### src/cfd_pkg.sv
`default_nettype none

package cfd_pkg;

	localparam int BYTE_W = 8;
	localparam int LEN_W  = 21;
	localparam int WORD_W = 32;
	localparam int STAT_W = 3;
	localparam int KIND_W = 2;
	localparam int SUM_W  = 16;

	localparam logic [KIND_W-1:0] KIND_STATUS  = 2'd0;
	localparam logic [KIND_W-1:0] KIND_URL     = 2'd1;
	localparam logic [KIND_W-1:0] KIND_PAYLOAD = 2'd2;

	localparam logic [STAT_W-1:0] ST_OK    = 3'd0;
	localparam logic [STAT_W-1:0] ST_CHECK = 3'd1;
	localparam logic [STAT_W-1:0] ST_LEN   = 3'd2;
	localparam logic [STAT_W-1:0] ST_LONG  = 3'd3;
	localparam logic [STAT_W-1:0] ST_HASH  = 3'd4;
	localparam logic [STAT_W-1:0] ST_SHORT = 3'd5;

	localparam logic [LEN_W-1:0]  MAX_LEN_RESET = 21'd1048576;
	localparam logic [SUM_W-1:0]  ADLER_MOD     = 16'd65521;
	localparam logic [BYTE_W-1:0] MIN_HDR_LEN   = 8'd16;

	// one queued request: a result to deliver, plus what the back end needs for the hash
	typedef struct packed {
		logic [BYTE_W-1:0] data;
		logic [KIND_W-1:0] kind;
		logic              last;
		logic [STAT_W-1:0] status;
		logic              check_hash;
		logic [WORD_W-1:0] seq;
		logic [LEN_W-1:0]  len;
		logic [WORD_W-1:0] hash;
	} cmd_t;

endpackage

`default_nettype wire

### src/cfd_front.sv
`default_nettype none

module cfd_front import cfd_pkg::*; (
	input  wire logic              clk,
	input  wire logic              arst_n,
	input  wire logic              in_valid,
	output logic                   in_ready,
	input  wire logic [BYTE_W-1:0] in_byte,
	input  wire logic              cfg_wen,
	input  wire logic [LEN_W-1:0]  cfg_wdata,
	input  wire logic              q_full,
	output logic                   push,
	output cmd_t                   cmd
);

	localparam logic PH_HEADER = 1'b0;
	localparam logic PH_BODY   = 1'b1;

	logic              phase_q;
	logic [LEN_W-1:0]  pos_q;
	logic [BYTE_W-1:0] hl_q, ul_q, cb_q;
	logic [WORD_W-1:0] total_q, seq_q, hash_q;
	logic [LEN_W-1:0]  max_len_q;

	logic              accept;
	logic              hdr_end;
	logic [BYTE_W-1:0] sum8;
	logic [BYTE_W:0]   hu9;
	logic [BYTE_W:0]   url_end;
	logic [STAT_W-1:0] hdr_err;
	logic              len16;
	logic [WORD_W-1:0] hash_nx;
	logic [LEN_W:0]    pos_p1;
	logic              body_last;
	logic [KIND_W-1:0] body_kind;

	assign in_ready = !q_full;
	assign accept   = in_valid && in_ready;
	assign hdr_end  = (pos_q == 21'd15);

	// header checks, in priority order
	assign sum8 = hl_q + ul_q + total_q[BYTE_W-1:0];
	assign hu9  = {1'b0, hl_q} + {1'b0, ul_q};
	always_comb begin
		if (sum8 != cb_q) begin
			hdr_err = ST_CHECK;
		end else if ({23'd0, hu9} > total_q) begin
			hdr_err = ST_LEN;
		end else if (total_q > {11'd0, max_len_q}) begin
			hdr_err = ST_LONG;
		end else if (hl_q < MIN_HDR_LEN) begin
			hdr_err = ST_SHORT;
		end else begin
			hdr_err = ST_OK;
		end
	end
	assign len16 = (total_q == 32'd16);

	assign hash_nx = (phase_q == PH_HEADER && pos_q >= 21'd12) ?
		{hash_q[WORD_W-9:0], in_byte} : hash_q;

	// body classification; total fits 21 bits once the header passed
	assign url_end   = hu9;
	assign pos_p1    = {1'b0, pos_q} + 22'd1;
	assign body_last = (pos_p1 >= {1'b0, total_q[LEN_W-1:0]});
	always_comb begin
		if (pos_q < {13'd0, hl_q}) begin
			body_kind = KIND_STATUS;
		end else if (pos_q < {12'd0, url_end}) begin
			body_kind = KIND_URL;
		end else begin
			body_kind = KIND_PAYLOAD;
		end
	end

	always_comb begin
		cmd.seq  = seq_q;
		cmd.len  = total_q[LEN_W-1:0];
		cmd.hash = hash_nx;
		unique case (phase_q)
			PH_HEADER: begin
				cmd.data       = '0;
				cmd.kind       = KIND_STATUS;
				cmd.last       = 1'b1;
				cmd.status     = hdr_err;
				cmd.check_hash = (hdr_err == ST_OK);
				push           = accept && hdr_end && (hdr_err != ST_OK || len16);
			end
			PH_BODY: begin
				cmd.data       = (body_kind != KIND_STATUS) ? in_byte : '0;
				cmd.kind       = body_kind;
				cmd.last       = body_last;
				cmd.status     = ST_OK;
				cmd.check_hash = body_last;
				push           = accept && (body_last || body_kind != KIND_STATUS);
			end
			default: begin
				cmd.data       = '0;
				cmd.kind       = KIND_STATUS;
				cmd.last       = 1'b0;
				cmd.status     = ST_OK;
				cmd.check_hash = 1'b0;
				push           = 1'b0;
			end
		endcase
	end

	always_ff @(posedge clk or negedge arst_n) begin
		if (!arst_n) begin
			max_len_q <= MAX_LEN_RESET;
		end else if (cfg_wen) begin
			max_len_q <= cfg_wdata;
		end
	end

	always_ff @(posedge clk or negedge arst_n) begin
		if (!arst_n) begin
			phase_q <= PH_HEADER;
			pos_q   <= '0;
			hl_q    <= '0;
			ul_q    <= '0;
			cb_q    <= '0;
			total_q <= '0;
			seq_q   <= '0;
			hash_q  <= '0;
		end else if (accept) begin
			unique case (phase_q)
				PH_HEADER: begin
					hash_q <= hash_nx;
					if (pos_q == 21'd0) begin
						cb_q <= in_byte;
					end
					if (pos_q == 21'd2) begin
						hl_q <= in_byte;
					end
					if (pos_q == 21'd3) begin
						ul_q <= in_byte;
					end
					if (pos_q >= 21'd4 && pos_q <= 21'd7) begin
						total_q <= {total_q[WORD_W-9:0], in_byte};
					end
					if (pos_q >= 21'd8 && pos_q <= 21'd11) begin
						seq_q <= {seq_q[WORD_W-9:0], in_byte};
					end
					if (!hdr_end) begin
						pos_q <= pos_p1[LEN_W-1:0];
					end else if (hdr_err != ST_OK || len16) begin
						pos_q <= '0;
					end else begin
						phase_q <= PH_BODY;
						pos_q   <= 21'd16;
					end
				end
				PH_BODY: begin
					if (body_last) begin
						phase_q <= PH_HEADER;
						pos_q   <= '0;
					end else begin
						pos_q <= pos_p1[LEN_W-1:0];
					end
				end
				default: begin
					phase_q <= PH_HEADER;
					pos_q   <= '0;
				end
			endcase
		end
	end

endmodule

`default_nettype wire

### src/cfd_queue.sv
`default_nettype none

module cfd_queue import cfd_pkg::*; #(
	parameter int DEPTH = 4
) (
	input  wire logic clk,
	input  wire logic arst_n,
	input  wire logic push,
	input  wire cmd_t wr_data,
	input  wire logic pop,
	output cmd_t      rd_data,
	output logic      full,
	output logic      empty
);

	localparam int PTR_W = (DEPTH > 1) ? $clog2(DEPTH) : 1;
	localparam int CNT_W = $clog2(DEPTH + 1);

	cmd_t             mem_q [DEPTH];
	logic [PTR_W-1:0] wr_ptr_q, rd_ptr_q;
	logic [CNT_W-1:0] cnt_q;

	assign full    = (cnt_q == CNT_W'(DEPTH));
	assign empty   = (cnt_q == '0);
	assign rd_data = mem_q[rd_ptr_q];

	always_ff @(posedge clk) begin
		if (push) begin
			mem_q[wr_ptr_q] <= wr_data;
		end
	end

	always_ff @(posedge clk or negedge arst_n) begin
		if (!arst_n) begin
			wr_ptr_q <= '0;
			rd_ptr_q <= '0;
			cnt_q    <= '0;
		end else begin
			if (push) begin
				wr_ptr_q <= (wr_ptr_q == PTR_W'(DEPTH - 1)) ? '0 : wr_ptr_q + 1'b1;
			end
			if (pop) begin
				rd_ptr_q <= (rd_ptr_q == PTR_W'(DEPTH - 1)) ? '0 : rd_ptr_q + 1'b1;
			end
			case ({push, pop})
				2'b10:   cnt_q <= cnt_q + 1'b1;
				2'b01:   cnt_q <= cnt_q - 1'b1;
				default: cnt_q <= cnt_q;
			endcase
		end
	end

endmodule

`default_nettype wire

### src/cfd_back.sv
`default_nettype none

module cfd_back import cfd_pkg::*; (
	input  wire logic              clk,
	input  wire logic              arst_n,
	input  wire logic              q_empty,
	input  wire cmd_t              head,
	output logic                   pop,
	output logic                   out_valid,
	input  wire logic              out_ready,
	output logic [BYTE_W-1:0]      out_byte,
	output logic [KIND_W-1:0]      byte_kind,
	output logic                   frame_end,
	output logic [STAT_W-1:0]      status,
	output logic [WORD_W-1:0]      frame_sequence,
	output logic [LEN_W-1:0]       frame_length
);

	logic [SUM_W-1:0] a_q, b_q;
	logic [SUM_W:0]   a_sum, b_sum;
	logic [SUM_W-1:0] a_nx, b_nx, a_new, b_new;
	logic             upd;
	logic             hash_bad;
	logic [STAT_W-1:0] st_nx;

	assign pop = !q_empty && (!out_valid || out_ready);
	assign upd = (head.kind != KIND_STATUS);

	// both sums stay below twice the modulus, so one subtract corrects
	assign a_sum = {1'b0, a_q} + {9'd0, head.data};
	assign a_nx  = (a_sum >= {1'b0, ADLER_MOD}) ?
		SUM_W'(a_sum - {1'b0, ADLER_MOD}) : a_sum[SUM_W-1:0];
	assign b_sum = {1'b0, b_q} + {1'b0, a_nx};
	assign b_nx  = (b_sum >= {1'b0, ADLER_MOD}) ?
		SUM_W'(b_sum - {1'b0, ADLER_MOD}) : b_sum[SUM_W-1:0];
	assign a_new = upd ? a_nx : a_q;
	assign b_new = upd ? b_nx : b_q;

	assign hash_bad = (head.hash != '0) && (head.hash != {b_new, a_new});
	assign st_nx    = head.check_hash ? (hash_bad ? ST_HASH : ST_OK) : head.status;

	// sums restart after every final result, which covers the clear at the next good header
	always_ff @(posedge clk or negedge arst_n) begin
		if (!arst_n) begin
			a_q <= '0;
			b_q <= '0;
		end else if (pop) begin
			if (head.last) begin
				a_q <= '0;
				b_q <= '0;
			end else begin
				a_q <= a_new;
				b_q <= b_new;
			end
		end
	end

	always_ff @(posedge clk or negedge arst_n) begin
		if (!arst_n) begin
			out_valid <= 1'b0;
		end else if (pop) begin
			out_valid <= 1'b1;
		end else if (out_ready) begin
			out_valid <= 1'b0;
		end
	end

	always_ff @(posedge clk) begin
		if (pop) begin
			out_byte       <= head.data;
			byte_kind      <= head.kind;
			frame_end      <= head.last;
			status         <= head.last ? st_nx : ST_OK;
			frame_sequence <= head.seq;
			frame_length   <= head.len;
		end
	end

endmodule

`default_nettype wire

### src/checked_frame_deframer.sv
// an accepted byte's result goes through the request queue, then the output register
// throughput: one byte per cycle unless stalled; adler-style sums take one byte a cycle
// the request queue lets the parser keep taking bytes while the output is stalled
// reset (arst_n low, asynchronous): parser expects a header, queue and output empty,
// adler sums zero, max_frame_length back to 1048576
`default_nettype none

module checked_frame_deframer import cfd_pkg::*; #(
	parameter int QUEUE_DEPTH = 4
) (
	input  wire logic        clk,
	input  wire logic        arst_n,
	input  wire logic        s_tvalid,
	output logic             s_tready,
	input  wire logic [7:0]  s_tdata,   // [7:0] in_byte
	output logic             m_tvalid,
	input  wire logic        m_tready,
	output logic [63:0]      m_tdata,   // [7:0] out_byte, [10:8] status,
	                                    // [42:11] frame_sequence, [63:43] frame_length
	output logic [1:0]       m_tuser,   // [1:0] byte_kind
	output logic             m_tlast,   // frame_end
	input  wire logic        cfg_wen,
	input  wire logic [20:0] cfg_wdata  // max_frame_length
);

	cmd_t              push_cmd, head_cmd;
	logic              push, pop, q_full, q_empty;
	logic [BYTE_W-1:0] out_byte;
	logic [STAT_W-1:0] status;
	logic [WORD_W-1:0] frame_sequence;
	logic [LEN_W-1:0]  frame_length;

	cfd_front u_front (
		.clk       (clk),
		.arst_n    (arst_n),
		.in_valid  (s_tvalid),
		.in_ready  (s_tready),
		.in_byte   (s_tdata),
		.cfg_wen   (cfg_wen),
		.cfg_wdata (cfg_wdata),
		.q_full    (q_full),
		.push      (push),
		.cmd       (push_cmd)
	);

	cfd_queue #(
		.DEPTH (QUEUE_DEPTH)
	) u_queue (
		.clk     (clk),
		.arst_n  (arst_n),
		.push    (push),
		.wr_data (push_cmd),
		.pop     (pop),
		.rd_data (head_cmd),
		.full    (q_full),
		.empty   (q_empty)
	);

	cfd_back u_back (
		.clk            (clk),
		.arst_n         (arst_n),
		.q_empty        (q_empty),
		.head           (head_cmd),
		.pop            (pop),
		.out_valid      (m_tvalid),
		.out_ready      (m_tready),
		.out_byte       (out_byte),
		.byte_kind      (m_tuser),
		.frame_end      (m_tlast),
		.status         (status),
		.frame_sequence (frame_sequence),
		.frame_length   (frame_length)
	);

	assign m_tdata = {frame_length, frame_sequence, status, out_byte};

endmodule

`default_nettype wire

### config.mk
export PLATFORM = sky130hd
export DESIGN_NAME = checked_frame_deframer
export DESIGN_NICKNAME = d
export VERILOG_FILES = /design/src/cfd_pkg.sv /design/src/cfd_front.sv /design/src/cfd_queue.sv /design/src/cfd_back.sv /design/src/checked_frame_deframer.sv
export SDC_FILE = /design/constraint.sdc
export NUM_CORES = 1
export LEC_CHECK = 0
export BUFFER_PORTS_ARGS = -buffer_cell sky130_fd_sc_hd__buf_2
export CAP_MARGIN = 20
export CELL_PAD_IN_SITES_DETAIL_PLACEMENT = 1
export CELL_PAD_IN_SITES_GLOBAL_PLACEMENT = 1
export CORE_UTILIZATION = 45
export DETAILED_ROUTE_END_ITERATION = 6
export PLACE_DENSITY_LB_ADDON = 0.1
export SLEW_MARGIN = 10
export SYNTH_ARGS = -nofsm -noshare
export SYNTH_HDL_FRONTEND = slang
export SYNTH_SLANG_ARGS = --single-unit
### constraint.sdc
create_clock -name clk -period 10.1 [get_ports clk]
set_input_delay 2.02 -clock clk [delete_from_list [all_inputs] [get_ports clk]]
set_output_delay 2.02 -clock clk [all_outputs]
set_load 0.01 [all_outputs]
==> results.cfg <==
[synthesis]
ys_seq_elements = 670
synth.area.top_cells = edfxtp_1, dfrtp_1, mux4_2
syn_inst = 2328
synth_xor_area_share_pct = 3.37
ys.flop_type = edfxtp_1
synthSimpleGateAreaFrac_pct = 9.63
yosysWarnings = 0
muxShareOfSynthArea_pct = 11.2
syn_area_um2 = 31900
ys_seq_area_share_pct = 59.8
synth.distinct_cells = 102
avgSynthCellArea_um2 = 13.7
syn_nets = 2493
synth-compound-area-share_pct = 7.99
async_reset_ff_share_pct = 30.3
synth_top_family_by_area = multiplexers
synthAdderAreaFrac_pct = 5.41
synth_edf_count = 467
synth_area_leader_cell = edfxtp_1
synth_top_cell_area_share_pct = 43.9

[sta]
worst_slack_ps = 1190
finalSetupTns_ps = 0
maxSlewHeadroom_pct = 29.9
fin_crit_sh_pct = 88.2
rsz0062_at_grt = no
setup_viol = 0
hold_violations = 0
fmax_mhz = 112
tightest_slew_ps = 1050
skew_ps = 59.0
fin_crit_ps = 8910
drv_slew = 0

[pwr]
p_leak_nw = 14.0
power.switching_fraction_pct = 29.3
clkPwrFrac_pct = 37.6
combPwrFrac_pct = 18.7
power_switching_w = 0.00217
p_int_w = 0.00525
ir_worst_vdd_uv = 199
p_seq_share_pct = 43.8
powerDensity_nw_per_um2 = 205

[route]
ant_nets = 0
wl_per_cell_um = 26.1
dr.pass1.iters = 5
via_count = 20100
wl_um = 89900
drt_iter0_drc = 1502
drc = 0
vias_per_cell = 5.83

[cts]
cts_buffer_depth = 3
path_clk_slew_ps = 70
numCtsBuffers = 74
cts_resized = 0
cts_tree = built
htreeDepth = 3
post_cts_buffers = 0
hold_buffers = 0
clock-root-buffer = clkbuf_16
cts.sinks = 670
clk-insertion-delay-late_ps = 630

[setup_path]
critPathCaptureType = register
path_max_fanout = 13
slowest_stage = o31ai_1
max_stage_delay_ps = 770
path_class = register to register
cpLargestDelayFamily = compound AO/OA/AOI/OAI gates
worstPathCellList = mux4_2 -> ha_1 -> fa_1 -> a211o_1 -> nand3_1 -> nand2_1 -> xnor2_1 -> nand4_2 -> o31ai_1 -> nand4_1 -> xnor2_1 -> ha_1 -> nand4_1 -> nor2_1 -> nor3_2 -> a21oi_1 -> a221o_1 -> a31oi_1 -> nor4_1 -> or4_4 -> a311oi_2 -> a41oi_1 -> nor4_1 -> a21oi_1
crit_start = u_queue.rd_ptr_q[0]$_DFFE_PN0P_
reg2reg_from = u_queue.rd_ptr_q[0]$_DFFE_PN0P_
path_buf_inv = 0
cp.required_ps = 10430
worstSetupStartpointType = register
path_depth = 24
crit_arrival_ps = 9240
r2r_cells = 24

[finish]
fin_util_pct = 51.6
final_common_cell = edfxtp_1
stdcell_area_um2 = 36200
diodes = 0
area_delta_synth_final_pct = 13.2
nNetsFinal = 2611
n_fill_cell = 6981
final_cell_mix = edfxtp_1, nand2_1, dfrtp_1, ha_1, mux2_2
drive_above_1_share_pct = 20.1

[global_routing]
grt-ovfl-total = 0
antenna_found_initial = 6
grt_pass1_wl_um = 136000
grtUsageTotal_pct = 25.6
grt_pass1_vias = 21400
grt_max_degree = 101

[run]
cap_violations = 0

[placement]
dp_slack_ps = 1380
io_buffers = 102
gp_congestion = 0.935
place_area_um2 = 33600
dp_hpwl_um = 60600

[floorplan]
die_w_um = 268
start_util_pct = 45.5
placementRows = 97
dieArea_um2 = 72000
ioPinCount = 103
die_h_um = 268
core_um2 = 70100

[status]
status = completed

[min_path]
worstHoldPathCells = 2
hp-start = u_front.hash_q[26]$_DFFE_PN0P_
hp-class = register to register
## per-stage QoR
stage	power (W)	std cells	hold slack [ps]
final	0.00742	3448	482
after global routing	0.00770	3448	515
after global placement	0.00466	3309	454
after floorplan	0.00417	2328	442
after CTS	0.00751	3447	488
after detailed placement	0.00470	3309	473
## final cells by class
| type | count | area [um2] | area share, % |
|---|---|---|---|
| Clock inverter | 32 | 484 | 1.34 |
| Tap cell | 940 | 1180 | 3.25 |
| Clock buffer | 106 | 2080 | 5.76 |
| Multi-Input combinational cell | 1458 | 12100 | 33.4 |
| Inverter | 110 | 414 | 1.15 |
| Timing Repair Buffer | 132 | 803 | 2.22 |
| Sequential cell | 670 | 19100 | 52.8 |
## per-layer routing
layer	GRT usage [%]	vias up	wire (um)
met5	0	-	0
met4	6.14	0	1870
met3	3.13	114	3640
met2	42.2	446	42500
met1	36.3	10500	41900
li1	-	9024	-
## path summary, 6_finish.rpt
| kind | slack (ps) | endpoint |
|---|---|---|
| setup / recovery | 1190 | u_back.status[2]$_SDFFCE_PN0P_ |
| hold / removal | 480 | u_front.hash_q[26]$_DFFE_PN0P_ |
| setup reg to reg | 1190 | u_back.status[2]$_SDFFCE_PN0P_ |
| min in group asynchronous | 1440 | u_queue.rd_ptr_q[1]$_DFFE_PN0P_ |
| hold reg to reg | 480 | u_front.hash_q[26]$_DFFE_PN0P_ |
| max in group asynchronous | 7330 | u_back.b_q[4]$_DFFE_PN0P_ |
## power groups by stage
stage | Sequential [W] | Combinational, W | Clock (W)
floorplan | 0.00325 | 0.000912 | 0
global placement | 0.00329 | 0.00137 | 0
detailed placement | 0.00330 | 0.00140 | 0
CTS | 0.00325 | 0.00141 | 0.00285
global route | 0.00326 | 0.00150 | 0.00295
finish | 0.00325 | 0.00138 | 0.00279
## tightest hold or removal path: stages, from the launching register on
cell and delay (ps):
dfrtp_1 340, nand2_1 50, nand2_1 60
## synth_stat cells (16+ instances only)
library cell / n
nor4_1: 28
a22o_1: 29
clkbuf_1: 64
xnor2_1: 78
mux4_2: 93
a21o_1: 27
nand2_1: 245
o21ai_0: 93
and3_1: 31
dfrtp_1: 202
nor3_1: 32
edfxtp_1: 467
mux2_2: 109
nand3_1: 45
a21oi_1: 64
nor2_1: 96
o21a_1: 22
nand4_1: 26
inv_1: 109
xor2_1: 45
ha_1: 119
mux2i_1: 16
## registers in the layout, indices dropped and copies added, names as in the netlist, 21 cells and up
name	cells
u_queue.mem_q	400
u_back.frame_sequence	32
u_front.hash_q	32
u_front.seq_q	32
u_front.total_q	32
u_back.frame_length	21
u_front.max_len_q	21
u_front.pos_q	21
## cells by family after synthesis
| family | after synthesis |
|---|---|
| flops | 670 |
| simple gates | 618 |
| compound gates | 364 |
| mux | 222 |
| buf+inv | 200 |
| fa+ha+maj | 131 |
| xor+xnor | 123 |
Note: power is estimated with default switching activity, not from simulation.
